--- config.mk ---
export PLATFORM = sky130hd
export DESIGN_NAME = tcce_front
export DESIGN_NICKNAME = d
export VERILOG_FILES = /design/src/design/tcce_pkg.sv /design/src/design/tcce_front.sv
export SDC_FILE = /design/constraint.sdc
export NUM_CORES = 1
export LEC_CHECK = 0
export BUFFER_PORTS_ARGS = -buffer_cell sky130_fd_sc_hd__buf_2
export CELL_PAD_IN_SITES_DETAIL_PLACEMENT = 1
export CELL_PAD_IN_SITES_GLOBAL_PLACEMENT = 1
export CORE_MARGIN = 2
export CORE_UTILIZATION = 18
export DETAILED_ROUTE_END_ITERATION = 10
export PLACE_DENSITY_LB_ADDON = 0.1
export SLEW_MARGIN = 20
export SYNTH_ARGS = -nofsm -noshare
export SYNTH_HDL_FRONTEND = slang
export SYNTH_SLANG_ARGS = --single-unit
export TNS_END_PERCENT = 50
--- constraint.sdc ---
create_clock -name vclk -period 3.7
set_input_delay 0.37 -clock vclk [all_inputs]
set_output_delay 0.37 -clock vclk [all_outputs]
set_load 0.02 [all_outputs]
--- src/design/tcce_pkg.sv ---
// Shared types and constants for the text console character engine.
`default_nettype none

package tcce_pkg;

  localparam logic [1:0] CMD_PUT   = 2'd0;
  localparam logic [1:0] CMD_CLEAR = 2'd1;
  localparam logic [1:0] CMD_READ  = 2'd2;

  localparam logic [7:0] CH_BS         = 8'h08;
  localparam logic [7:0] CH_TAB        = 8'h09;
  localparam logic [7:0] CH_LF         = 8'h0A;
  localparam logic [7:0] CH_CR         = 8'h0D;
  localparam logic [7:0] CH_SPACE      = 8'h20;
  localparam logic [7:0] CH_LAST_PRINT = 8'h7F;

  localparam logic [7:0]  RESET_ATTR  = 8'h07;
  localparam logic [15:0] RESET_BLANK = {RESET_ATTR, CH_SPACE};

  localparam int QUEUE_DEPTH = 2;

  typedef enum logic [2:0] {
    OP_NOP,
    OP_GLYPH,
    OP_BS,
    OP_TAB,
    OP_CR,
    OP_LF,
    OP_CLEAR,
    OP_READ
  } op_t;

  typedef struct packed {
    op_t         op;
    logic [7:0]  ch;
    logic [10:0] addr;
  } q_entry_t;

  typedef enum logic [1:0] {
    ST_INIT,
    ST_IDLE,
    ST_FILL,
    ST_DONE
  } back_state_t;

endpackage

`default_nettype wire

--- src/design/tcce_front.sv ---
// Front end: accepts input beats and classifies them into console operations.
`default_nettype none

module tcce_front
  import tcce_pkg::*;
(
  input  wire logic        in_valid,
  output logic             in_stall,
  input  wire logic [1:0]  cmd,
  input  wire logic [7:0]  char_code,
  input  wire logic [10:0] read_addr,
  input  wire logic        q_full,
  input  wire logic        init_busy,
  output logic             push,
  output q_entry_t         push_entry
);

  op_t op;

  always_comb begin
    op = OP_NOP;
    case (cmd)
      CMD_PUT: begin
        if (char_code == CH_BS) begin
          op = OP_BS;
        end else if (char_code == CH_TAB) begin
          op = OP_TAB;
        end else if (char_code == CH_CR) begin
          op = OP_CR;
        end else if (char_code == CH_LF) begin
          op = OP_LF;
        end else if (char_code >= CH_SPACE && char_code <= CH_LAST_PRINT) begin
          op = OP_GLYPH;
        end
      end
      CMD_CLEAR: op = OP_CLEAR;
      CMD_READ:  op = OP_READ;
      default:   op = OP_NOP;
    endcase
  end

  assign in_stall        = q_full || init_busy;
  assign push            = in_valid && !in_stall;
  assign push_entry.op   = op;
  assign push_entry.ch   = char_code;
  assign push_entry.addr = read_addr;

endmodule

`default_nettype wire

==> out/qor.txt <==
Num sequential - 0
Gp weighted congestion - 0.6059
I/O pin count - 48
DR iter-0 viols - 0
Post-synthesis cell area - 301.5 um2
Initial Utilization - 0.1956
CP peak stage delay - 540 ps
CTS hold repair buffers - 0
First-pass GRT wire length - 1.324 mm
Endpoints failing setup - 0
Area contributors post-synth - buf_4, ha_1, or4b_1
Per-cell routed wire length - 12.83 um
Flop pwr share - 0
P&R area growth vs syn - 2.490%
CP Class - in -> out
Synth Area in XOR/XNOR - 0
Post-synthesis cell count - 42
Buffers added on ports - 26
Yosys cell types - 15
Fin crit period - 2276 ps
CP startpoint - char_code[7]
Syn_nets - 68
Area share of fa/ha/maj cells after synthesis - 0.08299
Internal Dissipation - 15.91 uW
CORE AREA - 0.001541 mm2
Resized Gates After CTS - 0
Total Power - 39.70 uW
Crit path max fanout - 4
Rows - 14
Synth Area in Simple Gates - 0.2531
Fin Setup TNS - 0 ps
Worst setup EP type - output port
Leak - 0.0001832 uW
Synth cell count leaders - buf_4, inv_1, nor2_1
Final Hold Vio Count - 0
Syn Area/Cell - 7.180 um2
Chip width - 44.93 um
Number of max-cap violations - 0
Worst setup SP type - primary input
Crit path cell chain - buf_2, or4b_1, or4b_1, a41o_1, buf_2
Arrival @ worst endpoint - 1910 ps
Multiplexer share of the synthesized area - 0
Detailed Route WL - 834 um
Slew Viols, Final - 0
Design area - 309.0 um2
Clock buffers - 0
# DRC - 0
Fillers - 208
Sw Share - 0.5992
Layout cell share with drive strength beyond 1 - 0.5918
Worst slew pin tran - 233.3 ps
Setup WS pre-CTS - 1432 ps
Rel. slew slack - 0.8439
Top-count cell post-synth - buf_4
Largest family of logic cells by synthesized area - buffers and inverters
Compound-gate portion of the synthesized area - 0.1411
Combinational Power Share - 1.000
Register Area - 0 um2
RSZ-0062 raised after global routing - false
Area leader, netlist - buf_4
GRT Total Usage - 0.08361
Die area - 0.002019 mm2
Via count - 287
Hold Crit Class - in -> out
HP Start - read_addr[0]
Routed Antenna Nets - 0
Nets - 77
Clk pwr share - 0
Max rail drop VDD - 0.00003529 V
Placed instance area - 309.0 um2
Max Clk Rate - 439.3 MHz
Vias/cell - 4.415
Period utilization - 0.6153
Top-area cell type share of the netlist area - 0.4730
Area of the multi-input gates - 143.9 um2
Psw - 23.79 uW
Syn. warnings - 0
Total gr overflow - 0
Vias in the first global route - 294
Post-CTS setup buffer count - 0
Die Height - 44.93 um
Status - complete, no violations
Power per cell area - 128.5 mW/mm2
CP max-delay cell - or4b_1
Post-synthesis sequential area ratio - 0
Largest net degree at the start of global routing - 7
Hold EP - push_entry[0]
DRT Pass-1 Iters - 1
Initial antenna violation count - 0
Critical Path RT - 3330 ps
ANT cells - 0
Setup WS post-layout - 1424 ps
Hold Path Stages - 0
-- per-stage QoR --
stage	std cells	hold WS (ps)	util
2_1_floorplan	42	852.6	-
3_3_place_gp	65	740.2	0.2005
3_5_place_dp	65	740.2	0.2005
4_1_cts	65	740.2	0.2005
5_1_grt	65	740.1	0.2005
6_report	65	740.2	0.2005
-- layer usage --
| layer | vias up | wire length (um) | track usage |
|---|---|---|---|
| met5 | - | 0 | 0 |
| li1 | 138 | - | - |
| met3 | 0 | 138 | 0.04800 |
| met1 | 121 | 278 | 0.08434 |
| met2 | 28 | 417 | 0.1571 |
| met4 | 0 | 0 | 0 |
-- cells in the final DEF, fill, tap and decap left out, types with 2 or more instances in the layout --
| cell | Yosys | final |
|---|---|---|
| buf_2 | 0 | 26 |
| inv_1 | 4 | 4 |
| nor2_1 | 4 | 4 |
| or4b_1 | 2 | 2 |
| a21oi_1 | 2 | 2 |
| ha_1 | 2 | 2 |
-- layout make-up --
class                      instances  area share
multi-input combinational         19      0.4656
timing repair buffer              26      0.4211
inverter                           4     0.04858
tap                               16     0.06478
-- worst max-delay path, delay by kind of cell --
kind | cells | cell delay, ps
and+or+nand+nor | 2 | 1020
AOI/OAI and AO/OA | 1 | 250
buffers and inverters | 2 | 260
-- cells by family (layout without fill, tap and decap cells) --
| family | after synthesis | in the layout |
|---|---|---|
| AO/OA/AOI/OAI | 6 | 6 |
| adder cells (fa/ha/maj) | 2 | 2 |
| buffers and inverters | 23 | 30 |
| AND/OR/NAND/NOR | 11 | 11 |
-- power groups by stage --
stage	sequential, uW	combinational [uW]	clock [uW]
after detailed placement	0	40.3	0
after global placement	0	39.7	0
after CTS	0	40.5	0
after floorplan	0	44.5	0
final	0	39.7	0
after global routing	0	44.1	0
-- worst max path at each step --
stage | end | depth (start not counted)
floorplan | push_entry[19] | 3
global placement | push_entry[19] | 5
detailed placement | push_entry[19] | 5
CTS | push_entry[19] | 5
global route | push_entry[19] | 5
finish | push_entry[19] | 5
Note: power is estimated with default switching activity, not from simulation.
