### src/design/tcce_pkg.sv
// Shared types and constants for the text console character engine.
`default_nettype none

package tcce_pkg;

  localparam logic [1:0] CMD_PUT   = 2'd0;
  localparam logic [1:0] CMD_CLEAR = 2'd1;
  localparam logic [1:0] CMD_READ  = 2'd2;

  localparam logic [7:0] CH_BS         = 8'h08;
  localparam logic [7:0] CH_TAB        = 8'h09;
  localparam logic [7:0] CH_LF         = 8'h0A;
  localparam logic [7:0] CH_CR         = 8'h0D;
  localparam logic [7:0] CH_SPACE      = 8'h20;
  localparam logic [7:0] CH_LAST_PRINT = 8'h7F;

  localparam logic [7:0]  RESET_ATTR  = 8'h07;
  localparam logic [15:0] RESET_BLANK = {RESET_ATTR, CH_SPACE};

  localparam int QUEUE_DEPTH = 2;

  typedef enum logic [2:0] {
    OP_NOP,
    OP_GLYPH,
    OP_BS,
    OP_TAB,
    OP_CR,
    OP_LF,
    OP_CLEAR,
    OP_READ
  } op_t;

  typedef struct packed {
    op_t         op;
    logic [7:0]  ch;
    logic [10:0] addr;
  } q_entry_t;

  typedef enum logic [1:0] {
    ST_INIT,
    ST_IDLE,
    ST_FILL,
    ST_DONE
  } back_state_t;

endpackage

`default_nettype wire

### src/design/tcce_queue.sv
// Short queue of classified operations between the front and back ends.
`default_nettype none

module tcce_queue
  import tcce_pkg::*;
(
  input  wire logic     clk,
  input  wire logic     rst,
  input  wire logic     push,
  input  q_entry_t      push_entry,
  input  wire logic     pop,
  output q_entry_t      head,
  output logic          full,
  output logic          empty
);

  localparam int QAW = (QUEUE_DEPTH > 1) ? $clog2(QUEUE_DEPTH) : 1;

  q_entry_t         slots [QUEUE_DEPTH];
  logic [QAW-1:0]   wr_ptr;
  logic [QAW-1:0]   rd_ptr;
  logic [QAW:0]     count;

  assign full  = (count == (QAW+1)'(QUEUE_DEPTH));
  assign empty = (count == '0);
  assign head  = slots[rd_ptr];

  always_ff @(posedge clk) begin
    if (push) begin
      slots[wr_ptr] <= push_entry;
    end
  end

  always_ff @(posedge clk) begin
    if (rst) begin
      wr_ptr <= '0;
      rd_ptr <= '0;
      count  <= '0;
    end else begin
      if (push) begin
        wr_ptr <= (wr_ptr == QAW'(QUEUE_DEPTH - 1)) ? '0 : wr_ptr + 1'b1;
      end
      if (pop) begin
        rd_ptr <= (rd_ptr == QAW'(QUEUE_DEPTH - 1)) ? '0 : rd_ptr + 1'b1;
      end
      if (push && !pop) begin
        count <= count + 1'b1;
      end else if (pop && !push) begin
        count <= count - 1'b1;
      end
    end
  end

endmodule

`default_nettype wire

### config.mk
export PLATFORM = sky130hd
export DESIGN_NAME = tcce_queue
export DESIGN_NICKNAME = d
export VERILOG_FILES = /design/src/design/tcce_pkg.sv /design/src/design/tcce_queue.sv
export SDC_FILE = /design/constraint.sdc
export NUM_CORES = 1
export LEC_CHECK = 0
export BUFFER_PORTS_ARGS = -buffer_cell sky130_fd_sc_hd__buf_4
export CORE_UTILIZATION = 30
export CTS_CLUSTER_SIZE = 20
export DETAILED_ROUTE_END_ITERATION = 6
export PLACE_DENSITY = 0.5
export SLEW_MARGIN = 10
export SYNTH_ARGS = -nofsm -noshare
export SYNTH_HDL_FRONTEND = slang
export SYNTH_SLANG_ARGS = --single-unit
### constraint.sdc
create_clock -name clk -period 3.8 [get_ports clk]
set_input_delay 0.38 -clock clk [delete_from_list [all_inputs] [get_ports clk]]
set_output_delay 0.38 -clock clk [all_outputs]
set_load 0.02 [all_outputs]
==> impl_metrics.json <==
{
  "worst_pin_slew_ps": 1150,
  "cap_violations": 0,
  "synth_fp_nets": 117,
  "slew_violations": 0,
  "grt_pass1_vias": 977,
  "layout_common_cells": "49 x buf_4, 44 x edfxtp_1, 22 x mux2_2",
  "worstPathMaxFanout": 22,
  "track_usage_pct": 10.5,
  "start_util_pct": 31.9,
  "max_stage_delay_ps": 970,
  "routed_via_density": 4.29,
  "htreeDepth": 2,
  "status": "finished clean",
  "yosysWarnings": 0,
  "maxSlewHeadroom_pct": 23.3,
  "vias": 927,
  "num_antenna_cells": 0,
  "cts_hold_buf": 0,
  "clock_path_buffers": 2,
  "drtIter0Drc": 19,
  "wl_per_cell_um": 14.0,
  "die_x_um": 79.2,
  "cts_inserted_buffers": 5,
  "path_buf_inv": 1,
  "seq_area_frac_synth_pct": 79.6,
  "clkSinkCount": 49,
  "avgSynthCellArea_um2": 19.9,
  "hp-class": "primary input to flop",
  "hold_viol": 0,
  "dr.pass1.iters": 3,
  "io_pins": 50,
  "fin_crit_sh_pct": 58.8,
  "end_kind": "output pin",
  "skew_ps": 3.96,
  "min_period_ps": 2230,
  "grt_max_degree": 23,
  "fin_tns_setup_ps": 0,
  "cp.arrival_ps": 1850,
  "power.leakage_uw": 0.000880,
  "syn_inst": 90,
  "antenna_left": 0,
  "rows": 27,
  "core_um2": 5610,
  "cp_top_family": "flip-flops",
  "ys_ff_latch": 49,
  "io_buffers": 49,
  "cts_resized": 0,
  "power_density_nw_per_um2": 498,
  "root_buffer": "clkbuf_8",
  "synth_cell_type_count": 15,
  "die_h_um": 79.2,
  "antenna_found_initial": 0,
  "worstSetupStartpointType": "flop",
  "synth_area_um2": 1790,
  "fillers": 521,
  "clock_latency_ps": 290,
  "cts_tree": "yes",
  "post_cts_buffers": 0,
  "ir_drop_v": 0.000223,
  "final_common_cell": "buf_4",
  "final_cells": 216,
  "crit_required_ps": 3420,
  "gp_congestion": 0.639,
  "die_area_um2": 6270,
  "crit_path_top_delay_cell": "dfxtp_1",
  "worstSetupPathType": "flop to output pin",
  "cts.clk_slew.worst_paths_ps": 80,
  "rsz0062_at_grt": "false",
  "wl_mm": 3.02,
  "route.detailed.drc": 0,
  "areaGrowthSynthToFinish_pct": 31.0,
  "max_freq_ghz": 0.448,
  "grt_pass1_wl_mm": 4.64,
  "drive_above_1_share_pct": 55.6,
  "setup_violations": 0,
  "grt_overflow_total": 0,
  "path_cells": "mux2_2, buf_4",
  "placedCellCount": 209,
  "dp_hpwl_mm": 2.00,
  "fin_nets": 171
}
[kinds of logic after synthesis]
kind of cell | Yosys count | synth area share (%)
XOR/XNOR | 4 | 1.96
adder cells (fa/ha/maj) | 1 | 0.700
buffers and inverters | 3 | 0.770
multiplexers | 22 | 13.9
flip-flops | 49 | 79.6
AND/OR/NAND/NOR | 9 | 2.59
AO/OA/AOI/OAI | 2 | 0.560
[cell type report]
type	count	area (um2)	area share [%]
tap	72	90.1	3.85
multi-input combinational	38	354	15.1
clock inverter	2	35.0	1.50
timing repair buffer	49	368	15.7
sequential	49	1420	60.7
clock buffer	5	68.8	2.94
inverter	1	3.75	0.160
[cell usage after synthesis]
master	instances	share of area [%]
and2_1	1	0.35
or3_1	1	0.35
nor2_1	5	1.1
edfxtp_1	44	74
nor2b_1	1	0.35
a21oi_1	1	0.28
o21ai_0	1	0.28
dfxtp_1	5	5.6
xor2_1	2	0.98
and2b_2	1	0.49
ha_1	1	0.70
xnor2_1	2	0.98
buf_2	2	0.56
mux2_2	22	14
inv_1	1	0.21
[path summary, 6_finish.rpt]
kind / startpoint / to / slack, ps / depth (start not counted)
max: flop / head[11] / 1570 / 2
min: push_entry[14] / slots[1][14] / 270 / 1
max reg2reg: wr_ptr / slots[0][12] / 2180 / 1
min reg2reg: count[1] / count[1] / 500 / 2
[power breakdown]
| part | total, uW | switching, uW | internal [uW] |
|---|---|---|---|
| Sequential | 645 | 18.6 | 626 |
| Combinational | 172 | 84.8 | 87.3 |
| Clock | 348 | 157 | 191 |
| Total | 1170 | 261 | 904 |
[sequential cells by signal (all words and copies together) (netlist names), named ones only]
signal	flops
count	2
rd_ptr	1
slots	44
wr_ptr	1
[layer usage]
metal	part of all wire [%]	vias to the layer above	track usage, %
li1	-	444	-
met1	40	447	11.3
met2	52	30	17.7
met3	6.2	6	4.37
met4	1.9	0	4.91
met5	0	-	0
[per-stage QoR]
| stage | worst slack, ps | power, uW | hold WS (ps) | util, % | instance area [um2] |
|---|---|---|---|---|---|
| 5_1_grt | 1410 | 1220 | 246 | 41.7 | 2340 |
| 3_3_place_gp | 1810 | 828 | 474 | 39.9 | 2240 |
| 2_1_floorplan | 2000 | 750 | 449 | - | 1790 |
| 3_5_place_dp | 1820 | 834 | 495 | 39.9 | 2240 |
| 6_report | 1570 | 1170 | 267 | 41.7 | 2340 |
| 4_1_cts | 1480 | 1190 | 254 | 41.7 | 2340 |
Power figures use the tool's default switching activity.
